===== config.mk =====
export PLATFORM = sky130hd
export DESIGN_NAME = io_event_delta_varint_recorder_flat
export DESIGN_NICKNAME = d
export VERILOG_FILES = /design/src/design/ioevr_pkg.sv /design/src/design/ioevr_if.sv /design/src/design/ioevr_front.sv /design/src/design/ioevr_queue.sv /design/src/design/ioevr_back.sv /design/src/design/io_event_delta_varint_recorder.sv /design/src/flat_wrapper.sv
export SDC_FILE = /design/constraint.sdc
export NUM_CORES = 1
export LEC_CHECK = 0
export ABC_AREA = 1
export BUFFER_PORTS_ARGS = -buffer_cell sky130_fd_sc_hd__buf_4
export CAP_MARGIN = 20
export CORE_ASPECT_RATIO = 0.7
export CORE_MARGIN = 2
export CORE_UTILIZATION = 64
export CTS_CLUSTER_DIAMETER = 120
export DETAILED_ROUTE_END_ITERATION = 12
export PLACE_DENSITY = 0.86
export SETUP_SLACK_MARGIN = 0.05
export SYNTH_ARGS = -nofsm -noshare
export SYNTH_HDL_FRONTEND = slang
export SYNTH_HIERARCHICAL = 1
export SYNTH_SLANG_ARGS = --single-unit

===== constraint.sdc =====
create_clock -name clk -period 9.96 [get_ports clk]
set_input_delay 0.498 -clock clk [delete_from_list [all_inputs] [get_ports clk]]
set_output_delay 0.498 -clock clk [all_outputs]
set_load 0.02 [all_outputs]

===== src/design/ioevr_pkg.sv =====
// Package for the I/O event delta varint recorder.
// Shared widths, record type, queue status type, register index and back-end state type.
// No dependencies.
package ioevr_pkg;

    // Tick difference width, capped at the 32-bit tick field width
    localparam int TICK_BITS = 32;
    localparam int TICK_W    = 32;
    localparam int DIFF_W    = (TICK_BITS >= TICK_W) ? TICK_W : TICK_BITS;
    localparam int ADDR_W    = 16;
    localparam int DATA_W    = 8;
    localparam int BYTE_W    = 8;
    localparam int DIGIT_W   = 7;

    // APB register file: one 32-bit register at byte address 0
    localparam int PADDR_W = 3;
    localparam int PDATA_W = 32;
    localparam logic [PADDR_W-3:0] REG_IDX_RECORDING_ENABLED = '0;

    // Record queue between front and back end
    localparam int QUEUE_DEPTH = 2;
    localparam int QPTR_W      = $clog2(QUEUE_DEPTH);
    localparam int QCNT_W      = $clog2(QUEUE_DEPTH + 1);

    typedef struct packed {
        logic [DIFF_W-1:0] delta;
        logic [ADDR_W-1:0] port_address;
        logic [DATA_W-1:0] port_data;
    } rec_t;

    typedef struct packed {
        logic full;
        logic empty;
    } q_status_t;

    typedef enum logic [2:0] {
        ST_IDLE,
        ST_VARINT,
        ST_ADDR_LO,
        ST_ADDR_HI,
        ST_DATA
    } back_state_t;

endpackage


===== src/design/ioevr_if.sv =====
// Handshake interfaces for the recorder: event input and byte output.
// Depends on ioevr_pkg for field widths.
interface ioevr_event_if;
    logic                         valid;
    logic                         ready;
    logic [ioevr_pkg::TICK_W-1:0] tick;
    logic [ioevr_pkg::ADDR_W-1:0] port_address;
    logic [ioevr_pkg::DATA_W-1:0] port_data;

    modport source (output valid, output tick, output port_address, output port_data,
                    input ready);
    modport sink   (input valid, input tick, input port_address, input port_data,
                    output ready);
endinterface

interface ioevr_byte_if;
    logic                         valid;
    logic                         ready;
    logic [ioevr_pkg::BYTE_W-1:0] out_byte;
    logic                         last;

    modport source (output valid, output out_byte, output last, input ready);
    modport sink   (input valid, input out_byte, input last, output ready);
endinterface


===== src/design/ioevr_front.sv =====
// Front end: holds the enable and tick state, accepts events and forms records.
// Depends on ioevr_pkg and ioevr_if.
module ioevr_front (
    input  logic                 clk,
    input  logic                 rst_n,
    ioevr_event_if.sink          evt,
    input  logic                 enable_wr,
    input  logic                 enable_val,
    output logic                 enable,
    input  ioevr_pkg::q_status_t q_status,
    output logic                 push,
    output ioevr_pkg::rec_t      push_rec
);

    logic                         enable_reg;
    logic                         have_first_reg;
    logic [ioevr_pkg::TICK_W-1:0] prev_tick_reg;
    logic [ioevr_pkg::TICK_W-1:0] base_tick;
    logic [ioevr_pkg::TICK_W-1:0] diff;

    // Disabled: everything is taken and dropped
    assign evt.ready = !enable_reg || !q_status.full;
    assign push      = evt.valid && evt.ready && enable_reg;
    assign enable    = enable_reg;

    // First recorded event measures against itself
    assign base_tick = have_first_reg ? prev_tick_reg : evt.tick;
    assign diff      = evt.tick - base_tick;

    assign push_rec.delta        = diff[ioevr_pkg::DIFF_W-1:0];
    assign push_rec.port_address = evt.port_address;
    assign push_rec.port_data    = evt.port_data;

    always_ff @(posedge clk or negedge rst_n)
    begin
        if (!rst_n)
        begin
            enable_reg     <= 1'b0;
            have_first_reg <= 1'b0;
            prev_tick_reg  <= '0;
        end
        else if (enable_wr)
        begin
            if (enable_val && !enable_reg)
            begin
                have_first_reg <= 1'b0;
            end
            enable_reg <= enable_val;
        end
        else if (push)
        begin
            have_first_reg <= 1'b1;
            prev_tick_reg  <= evt.tick;
        end
    end

endmodule


===== src/design/ioevr_queue.sv =====
// Short record queue decoupling the front end from the byte serialiser.
// Depends on ioevr_pkg.
module ioevr_queue (
    input  logic                 clk,
    input  logic                 rst_n,
    input  logic                 push,
    input  ioevr_pkg::rec_t      push_rec,
    input  logic                 pop,
    output ioevr_pkg::rec_t      pop_rec,
    output ioevr_pkg::q_status_t q_status
);

    ioevr_pkg::rec_t              mem_reg [ioevr_pkg::QUEUE_DEPTH];
    logic [ioevr_pkg::QPTR_W-1:0] wr_ptr_reg;
    logic [ioevr_pkg::QPTR_W-1:0] rd_ptr_reg;
    logic [ioevr_pkg::QCNT_W-1:0] cnt_reg;
    logic [ioevr_pkg::QCNT_W-1:0] cnt_next;

    assign q_status.empty = (cnt_reg == '0);
    assign q_status.full  = (cnt_reg == ioevr_pkg::QCNT_W'(ioevr_pkg::QUEUE_DEPTH));
    assign pop_rec        = mem_reg[rd_ptr_reg];

    always_comb
    begin
        cnt_next = cnt_reg;
        if (push && !pop)
        begin
            cnt_next = cnt_reg + 1'b1;
        end
        else if (pop && !push)
        begin
            cnt_next = cnt_reg - 1'b1;
        end
    end

    always_ff @(posedge clk)
    begin
        if (push)
        begin
            mem_reg[wr_ptr_reg] <= push_rec;
        end
    end

    always_ff @(posedge clk or negedge rst_n)
    begin
        if (!rst_n)
        begin
            wr_ptr_reg <= '0;
            rd_ptr_reg <= '0;
            cnt_reg    <= '0;
        end
        else
        begin
            if (push)
            begin
                wr_ptr_reg <= wr_ptr_reg + 1'b1;
            end
            if (pop)
            begin
                rd_ptr_reg <= rd_ptr_reg + 1'b1;
            end
            cnt_reg <= cnt_next;
        end
    end

endmodule


===== src/design/ioevr_back.sv =====
// Back end: serialises one record a time into varint delta, address and data bytes.
// Depends on ioevr_pkg and ioevr_if.
module ioevr_back (
    input  logic                 clk,
    input  logic                 rst_n,
    input  ioevr_pkg::q_status_t q_status,
    input  ioevr_pkg::rec_t      pop_rec,
    output logic                 pop,
    ioevr_byte_if.source         rec
);

    ioevr_pkg::back_state_t       state_reg, state_next;
    logic [ioevr_pkg::DIFF_W-1:0] val_reg, val_next;
    logic [ioevr_pkg::ADDR_W-1:0] addr_reg, addr_next;
    logic [ioevr_pkg::DATA_W-1:0] data_reg, data_next;
    logic                         out_valid_reg, out_valid_next;
    logic [ioevr_pkg::BYTE_W-1:0] out_byte_reg, out_byte_next;
    logic                         out_last_reg, out_last_next;
    logic                         slot_free;
    logic                         more;

    assign rec.valid    = out_valid_reg;
    assign rec.out_byte = out_byte_reg;
    assign rec.last     = out_last_reg;

    // Output slot can be loaded when empty or being drained this cycle
    assign slot_free = !out_valid_reg || rec.ready;
    assign more      = |val_reg[ioevr_pkg::DIFF_W-1:ioevr_pkg::DIGIT_W];

    always_comb
    begin
        state_next     = state_reg;
        val_next       = val_reg;
        addr_next      = addr_reg;
        data_next      = data_reg;
        out_valid_next = out_valid_reg && !rec.ready;
        out_byte_next  = out_byte_reg;
        out_last_next  = out_last_reg;
        pop            = 1'b0;

        case (state_reg)
            ioevr_pkg::ST_IDLE:
            begin
                if (!q_status.empty)
                begin
                    pop        = 1'b1;
                    val_next   = pop_rec.delta;
                    addr_next  = pop_rec.port_address;
                    data_next  = pop_rec.port_data;
                    state_next = ioevr_pkg::ST_VARINT;
                end
            end
            ioevr_pkg::ST_VARINT:
            begin
                if (slot_free)
                begin
                    out_valid_next = 1'b1;
                    out_byte_next  = {more, val_reg[ioevr_pkg::DIGIT_W-1:0]};
                    out_last_next  = 1'b0;
                    val_next       = val_reg >> ioevr_pkg::DIGIT_W;
                    if (!more)
                    begin
                        state_next = ioevr_pkg::ST_ADDR_LO;
                    end
                end
            end
            ioevr_pkg::ST_ADDR_LO:
            begin
                if (slot_free)
                begin
                    out_valid_next = 1'b1;
                    out_byte_next  = addr_reg[7:0];
                    out_last_next  = 1'b0;
                    state_next     = ioevr_pkg::ST_ADDR_HI;
                end
            end
            ioevr_pkg::ST_ADDR_HI:
            begin
                if (slot_free)
                begin
                    out_valid_next = 1'b1;
                    out_byte_next  = addr_reg[15:8];
                    out_last_next  = 1'b0;
                    state_next     = ioevr_pkg::ST_DATA;
                end
            end
            ioevr_pkg::ST_DATA:
            begin
                if (slot_free)
                begin
                    out_valid_next = 1'b1;
                    out_byte_next  = data_reg;
                    out_last_next  = 1'b1;
                    // chain straight into the next queued record
                    if (!q_status.empty)
                    begin
                        pop        = 1'b1;
                        val_next   = pop_rec.delta;
                        addr_next  = pop_rec.port_address;
                        data_next  = pop_rec.port_data;
                        state_next = ioevr_pkg::ST_VARINT;
                    end
                    else
                    begin
                        state_next = ioevr_pkg::ST_IDLE;
                    end
                end
            end
            default:
            begin
                state_next = ioevr_pkg::ST_IDLE;
            end
        endcase
    end

    always_ff @(posedge clk)
    begin
        val_reg      <= val_next;
        addr_reg     <= addr_next;
        data_reg     <= data_next;
        out_byte_reg <= out_byte_next;
        out_last_reg <= out_last_next;
    end

    always_ff @(posedge clk or negedge rst_n)
    begin
        if (!rst_n)
        begin
            state_reg     <= ioevr_pkg::ST_IDLE;
            out_valid_reg <= 1'b0;
        end
        else
        begin
            state_reg     <= state_next;
            out_valid_reg <= out_valid_next;
        end
    end

endmodule


===== src/design/io_event_delta_varint_recorder.sv =====
// Top level of the I/O event delta varint recorder: APB register, front, queue, back.
// Depends on ioevr_pkg, ioevr_if, ioevr_front, ioevr_queue and ioevr_back.
//
//  channel | dir | handshake          | payload
//  --------+-----+--------------------+-------------------------------------
//  evt     | in  | valid/ready        | tick[31:0], port_address[15:0],
//          |     |                    | port_data[7:0]
//  rec     | out | valid/ready        | out_byte[7:0], last
//  apb     | in  | psel/penable/pready| paddr[2:0], pwdata/prdata[31:0]
//
// Each recorded event yields 4 to 8 byte transactions (varint delta of 1 to 5
// bytes, then address low, address high, data); the back end sends one byte
// per cycle while the output is not stalled, and starts the next record back
// to back when the queue holds it.
// The front end accepts an event as soon as it is offered and stalls only
// while the two-entry record queue is full. Events arriving while recording
// is off are taken at once and dropped.
// Reset is asynchronous, active low, and clears the enable, tick state, queue
// and output valid; no clearing pass is needed.
module io_event_delta_varint_recorder (
    input  logic                          clk,
    input  logic                          rst_n,
    ioevr_event_if.sink                   evt,
    ioevr_byte_if.source                  rec,
    input  logic                          psel,
    input  logic                          penable,
    input  logic                          pwrite,
    input  logic [ioevr_pkg::PADDR_W-1:0] paddr,
    input  logic [ioevr_pkg::PDATA_W-1:0] pwdata,
    output logic [ioevr_pkg::PDATA_W-1:0] prdata,
    output logic                          pready
);

    logic                 enable;
    logic                 enable_wr;
    logic                 push;
    logic                 pop;
    ioevr_pkg::rec_t      push_rec;
    ioevr_pkg::rec_t      pop_rec;
    ioevr_pkg::q_status_t q_status;

    // Register decode: word index from paddr, only recording_enabled exists
    assign pready    = 1'b1;
    assign enable_wr = psel && penable && pwrite && pready &&
                       (paddr[ioevr_pkg::PADDR_W-1:2] == ioevr_pkg::REG_IDX_RECORDING_ENABLED);
    assign prdata    = (paddr[ioevr_pkg::PADDR_W-1:2] == ioevr_pkg::REG_IDX_RECORDING_ENABLED)
                       ? {{(ioevr_pkg::PDATA_W-1){1'b0}}, enable}
                       : '0;

    // Front: enable/tick state, delta, push into queue
    ioevr_front u_front (
        .clk        (clk),
        .rst_n      (rst_n),
        .evt        (evt),
        .enable_wr  (enable_wr),
        .enable_val (pwdata[0]),
        .enable     (enable),
        .q_status   (q_status),
        .push       (push),
        .push_rec   (push_rec)
    );

    ioevr_queue u_queue (
        .clk      (clk),
        .rst_n    (rst_n),
        .push     (push),
        .push_rec (push_rec),
        .pop      (pop),
        .pop_rec  (pop_rec),
        .q_status (q_status)
    );

    // Back: byte serialiser with output register
    ioevr_back u_back (
        .clk      (clk),
        .rst_n    (rst_n),
        .q_status (q_status),
        .pop_rec  (pop_rec),
        .pop      (pop),
        .rec      (rec)
    );

endmodule


===== src/flat_wrapper.sv =====
// flat-port wrapper written by rule: the top's interface ports become plain ports
module io_event_delta_varint_recorder_flat 
  (clk, rst_n, psel, penable, pwrite, paddr, pwdata, prdata, pready, evt_valid, evt_tick, evt_port_address, evt_port_data, evt_ready, rec_valid, rec_out_byte, rec_last, rec_ready);
  ioevr_event_if evt_i ();
  ioevr_byte_if rec_i ();
  input  logic clk;
  input  logic rst_n;
  input  logic psel;
  input  logic penable;
  input  logic pwrite;
  input  logic [ioevr_pkg::PADDR_W-1:0] paddr;
  input  logic [ioevr_pkg::PDATA_W-1:0] pwdata;
  output logic [ioevr_pkg::PDATA_W-1:0] prdata;
  output logic pready;
  input wire logic [$bits(evt_i.valid)-1:0] evt_valid;
  input wire logic [$bits(evt_i.tick)-1:0] evt_tick;
  input wire logic [$bits(evt_i.port_address)-1:0] evt_port_address;
  input wire logic [$bits(evt_i.port_data)-1:0] evt_port_data;
  output wire logic [$bits(evt_i.ready)-1:0] evt_ready;
  output wire logic [$bits(rec_i.valid)-1:0] rec_valid;
  output wire logic [$bits(rec_i.out_byte)-1:0] rec_out_byte;
  output wire logic [$bits(rec_i.last)-1:0] rec_last;
  input wire logic [$bits(rec_i.ready)-1:0] rec_ready;
  assign evt_i.valid = evt_valid;
  assign evt_i.tick = evt_tick;
  assign evt_i.port_address = evt_port_address;
  assign evt_i.port_data = evt_port_data;
  assign evt_ready = evt_i.ready;
  assign rec_valid = rec_i.valid;
  assign rec_out_byte = rec_i.out_byte;
  assign rec_last = rec_i.last;
  assign rec_i.ready = rec_ready;
  io_event_delta_varint_recorder u_core (.clk(clk), .rst_n(rst_n), .evt(evt_i), .rec(rec_i), .psel(psel), .penable(penable), .pwrite(pwrite), .paddr(paddr), .pwdata(pwdata), .prdata(prdata), .pready(pready));
endmodule

Word level (Yosys, flattened, before mapping)
Memory sizes are Yosys's and may differ from the RTL's.
Cells that the tools add are included.
{"block": "word_totals", "register_bits": 107, "latchBits": 0, "ram_bits": 112, "romBits": 0, "output_inout_bits": 44, "word_cells": 109, "n_memories": 1}
{"name": "u_core.u_queue.mem_reg", "depth": 2, "width": 56, "read_ports": 1, "rd_ports_with_merged_regs": 0, "wr": 1, "line": "ioevr_queue.sv:13", "text": "ioevr_pkg::rec_t mem_reg [ioevr_pkg::QUEUE_DEPTH];"}
{"block": "classes", "n_addsub": 5, "multipliers": 0, "div_mod_pow": 0, "n_lt_le_gt_ge": 0, "n_eq_ne": 13, "shifts": 0, "mux": 40, "bitwise": 2, "n_reduce_logical": 35}
{"cell": "$mux W32", "n": 4}
{"cell": "$pmux W32 S3", "n": 1}
{"cell": "$mux W8", "n": 6}
{"cell": "$mux W16", "n": 2}
{"cell": "$pmux W16 S2", "n": 1}
{"cell": "$pmux W8 S4", "n": 1}
{"cell": "$sub A32 B32 Y32", "n": 1}
{"cell": "$reduce_or A25 Y1", "n": 1}
{"cell": "$mux W3", "n": 6}
{"cell": "$pmux W8 S2", "n": 1}
{"cell": "$pmux W3 S5", "n": 1}
{"cell": "$ne A2 B2 Y1 const B", "n": 7}
{"cell": "$mux W1", "n": 13}
{"cell": "$logic_and A1 B1 Y1", "n": 9}
{"cell": "$reduce_bool A2 Y1", "n": 4}
{"cell": "$eq A3 B2 Y1 const B", "n": 2}
{"cell": "$logic_not A1 Y1", "n": 6}
{"cell": "$reduce_and A2 Y1", "n": 3}
{"cell": "$reduce_and A3 Y1", "n": 2}
{"cell": "$reduce_and A6 Y1", "n": 1}
{"cell": "$reduce_and A5 Y1", "n": 1}
{"cell": "$mux W2", "n": 2}
{"cell": "$pmux W1 S2", "n": 2}
{"cell": "$reduce_bool A4 Y1", "n": 1}
{"cell": "other kinds (14)", "n": 17}

Logic depth before layout (Yosys ltp)
{"block": "depth", "word_depth": 9, "mapped_depth": 16, "mapped_depth_nobuf": 14}

By module
The synthesis kept the hierarchy.
{"module": "ioevr_queue", "instances": 1, "cells_each": 199, "area_per_inst_um2": 4367.9, "seq_area_each_um2": 3463.3}
{"module": "ioevr_front", "instances": 1, "cells_each": 747, "area_per_inst_um2": 4231.6, "seq_area_each_um2": 850.8}
{"module": "ioevr_back", "instances": 1, "cells_each": 290, "area_per_inst_um2": 3035.4, "seq_area_each_um2": 2052.0}
{"module": "io_event_delta_varint_recorder", "instances": 1, "cells_each": 40, "area_per_inst_um2": 272.8, "seq_area_each_um2": 0.0}

Worst setup path before layout
No wires, ideal clock.
{"block": "synth_path", "kind": "register -> register", "from": "register u_core/u_queue/cnt_reg[1] (netlist bit)", "to": "memory u_core/u_queue/mem_reg[0][0] (netlist bit) (enable)", "setup_ns": 0.470, "arrival_ns": 3.337, "path_slack_ns": 6.153, "stages_incl_launch_ff": 8, "period_less_slack_ns": 3.807, "path_cell_list": "dfrtp_1 inv_1 nor2_1 nand2_1 nand2_1 nor2_2 inv_1 nor2_1"}
{"item": "start: declaration", "line": "ioevr_queue.sv:16", "text": "logic [ioevr_pkg::QCNT_W-1:0] cnt_reg;"}
{"item": "start signal: assignment", "line": "ioevr_queue.sv:62", "text": "cnt_reg <= cnt_next;"}
{"item": "end: declaration", "line": "ioevr_queue.sv:13"}

==> key figures <==
Clock network
  – CTS tree: done
  – Worst-Skew Late Latency: 0.49 ns
  – Post-CTS Setup Repair Bufs: 0
  – Clk sinks: 219
  – Cts repair resizes: 0
  – Hold buffers post-CTS: 0
  – Clock-pin slew on the worst setup and hold paths: 0.06 ns
  – Root buf cell: clkbuf_16
  – H-tree depth: 1
  – CTS buffer count: 21
  – Clock buffer depth: 3

Timing
  – FMAX: 349 MHz
  – Final Skew: 0.00785 ns
  – Fin. max-slew vios: 0
  – Hold Fails Final Rpt: 14
  – Minimum clock period: 2.87 ns
  – Unrepaired setup endpoints after global routing: false
  – Part of the cycle the worst path needs: 0.288
  – Worst Hold Margin: -0.00822 ns
  – Worst rel slew slack: 0.238
  – Endpoints failing setup: 0
  – Worst slew pin tran: 1.14 ns
  – Post-route setup TNS: 0 ns

Global routing
  – Largest net degree at the start of global routing: 65
  – First-pass GRT wire length: 39.0 mm
  – Vias in the first global route: 8025
  – Gr usage total: 0.246
  – Global route overflow: 0
  – Initial antenna violation count: 0

Place
  – Dpl hpwl: 17.0 mm
  – RePlAce Congestion: 0.891
  – DP Cell Count: 1541
  – Number of buffers added on ports: 76

Power
  – Worst vdd ir: 0.253 mV
  – Internal power: 2.47 mW
  – Sw Share: 0.390
  – Combinational power share: 0.435
  – Sw power: 1.58 mW
  – Sequential power share: 0.389
  – Leakage power: 6.12 nW
  – Clock network power share: 0.176
  – Power Dens Cells: 312 nW/um2

Detailed routing
  – Vias per cell: 5.39
  – Initial DRC Count: 800
  – DRT antenna net count: 0
  – Pre-antenna DRT Iters: 6
  – Final wirelength: 24.2 mm
  – Routed len/inst: 15.4 um
  – Via Count: 8507
  – DRC: 0

Die
  – Core area: 18100 um2
  – Starting Density: 0.658
  – Die width: 167 um
  – I/O pins: 142
  – Die area: 19700 um2
  – DIE HEIGHT: 118 um
  – Rows: 41

Synthesis
  – EDFF count, synth: 177
  – Avg Cell Area, Syn: 9.33 um2
  – Post-Syn Area: 11900 um2
  – Number of synthesized register bits: 219
  – Sequential fraction of the synthesis area: 0.535
  – Syn Inst Count: 1276
  – Top_reg_cell synth: edfxtp_1
  – Synth cell types: 37
  – Warnings from Yosys: 6
  – Ys async rst share: 0.192

Worst setup path
  – Worst Setup EP: u_core/u_queue/mem_reg[1][42]$_DFFE_PP_
  – CP arrival: 3.09 ns
  – Worst R2R Start: u_core/u_front/have_first_reg$_DFFE_PN0P_
  – Crit path max fanout: 58
  – Crit end category: flop
  – CP Launch Point: u_core/u_front/have_first_reg$_DFFE_PN0P_
  – Worst Path Class, Setup: flop to flop
  – R2R depth: 14
  – Worst EP required: 10.18 ns
  – Worst flop-to-flop path endpoint: u_core/u_queue/mem_reg[1][42]$_DFFE_PP_
  – Worst R2R Setup Slack: 7.09 ns
  – Worst setup SP type: flop

Status
  – Status: finished, violations left
  – Failing checks: negative hold slack

Cells and area
  – Fillcell total: 1287
  – Commonest non-fill, non-tap cell in the layout: nand2_1
  – Layout Nets: 1463
  – ANT cells: 0
  – Final non-filler cell total: 1577
  – Area grow syn2layout: 9.15%
  – Layout cell share with drive strength beyond 1: 0.147
  – Max reg flops: 112
  – Most frequent cells in the layout: nand2_1, inv_1, edfxtp_1

Min path
  – Worst hold path class: input port to asynchronous set/reset pin

Job
  – Max Cap Viol: 0
## final cells by class
cell class | instances | area [um2] | share of cell area
clock buffer | 25 | 541 | 0.0416
multi-input combinational | 803 | 4310 | 0.332
sequential | 219 | 6370 | 0.490
tap | 236 | 295 | 0.0227
inverter | 199 | 749 | 0.0577
timing repair buffer | 85 | 671 | 0.0516
clock inverter | 10 | 60.1 | 0.00462
## critical path, stage by stage, from the launching register on
cell and delay, ns:
dfrtp_1 0.43, inv_1 0.09, buf_4 0.41, o21ai_0 0.16, ha_1 0.37, nand2_1 0.18, inv_1 0.06, nand2_1 0.06
nand2_1 0.07, inv_1 0.06, nand3_1 0.23, nand2_1 0.18, nand3_1 0.09, nand2_1 0.08, nand2_1 0.10
## synthesized netlist by cell type (3+ instances only)
master,instances,area (um2)
nand4_1,14,87.6
mux2_2,27,304
buf_6,7,78.8
buf_2,12,60.1
edfxtp_1,177,5320
a21oi_1,22,110
buf_4,58,435
nand3_1,58,290
nand2_1,384,1440
xor2_1,15,131
dfrtp_1,42,1050
nor2_1,63,236
clkbuf_1,8,30.0
nand2_2,12,75.1
nor2_2,4,25.0
inv_1,195,732
xnor2_1,3,26.3
ha_1,35,438
o21ai_0,69,345
mux2_4,30,450
o21ai_1,21,105
## worst min-delay path by stage
stage	cells after the start	to	start	slack (ns)
after detailed placement	2	u_core/u_front/prev_tick_reg[28]$_DFFE_PN0P_	u_core/u_front/prev_tick_reg[28]$_DFFE_PN0P_	0.47
final	1	u_core/u_front/prev_tick_reg[22]$_DFFE_PN0P_	rst_n	-0.008
after global routing	1	u_core/u_front/prev_tick_reg[21]$_DFFE_PN0P_	rst_n	0.03
after floorplan	0	u_core/u_back/rec.valid$_DFF_PN0_	rst_n	0.20
after CTS	1	u_core/u_front/prev_tick_reg[22]$_DFFE_PN0P_	rst_n	0.008
after global placement	2	u_core/u_front/prev_tick_reg[15]$_DFFE_PN0P_	u_core/u_front/prev_tick_reg[15]$_DFFE_PN0P_	0.46
## stage by stage
stage	worst slack (ns)	utilization	power, mW	hold slack [ns]	area [um2]
6_report	7.09	0.718	4.06	-0.00822	13000
5_1_grt	6.89	0.718	4.32	0.0328	13000
4_1_cts	7.17	0.717	4.05	0.00805	13000
3_5_place_dp	7.19	0.683	3.31	0.474	12400
3_3_place_gp	7.26	0.682	3.22	0.463	12300
2_1_floorplan	6.15	-	2.88	0.202	12000
## power groups by stage
stage / sequential, mW / combinational (mW) / clock (mW)
3_3_place_gp: 1.58 / 1.64 / 0
4_1_cts: 1.58 / 1.74 / 0.726
6_report: 1.58 / 1.76 / 0.713
2_1_floorplan: 1.59 / 1.28 / 0
5_1_grt: 1.61 / 1.95 / 0.762
3_5_place_dp: 1.59 / 1.72 / 0
## logic make-up after synthesis
| kind of cell | count (synthesis) | share of synthesized area |
|---|---|---|
| multiplexers | 57 | 0.0634 |
| flip-flops | 219 | 0.535 |
| buffers and inverters | 284 | 0.114 |
| adder cells (fa/ha/maj) | 36 | 0.0385 |
| AO/OA/AOI/OAI | 117 | 0.0502 |
| other | 2 | 0.000631 |
| AND/OR/NAND/NOR | 543 | 0.186 |
| XOR/XNOR | 18 | 0.0132 |
## per-layer routing
layer,GRT usage,vias to the layer above,share of wire
met4,0.0641,0,0.022
met5,0,-,0
met1,0.343,3950,0.43
li1,-,4134,-
met3,0.0528,51,0.085
met2,0.396,372,0.46
Power figures use the tool's default switching activity.
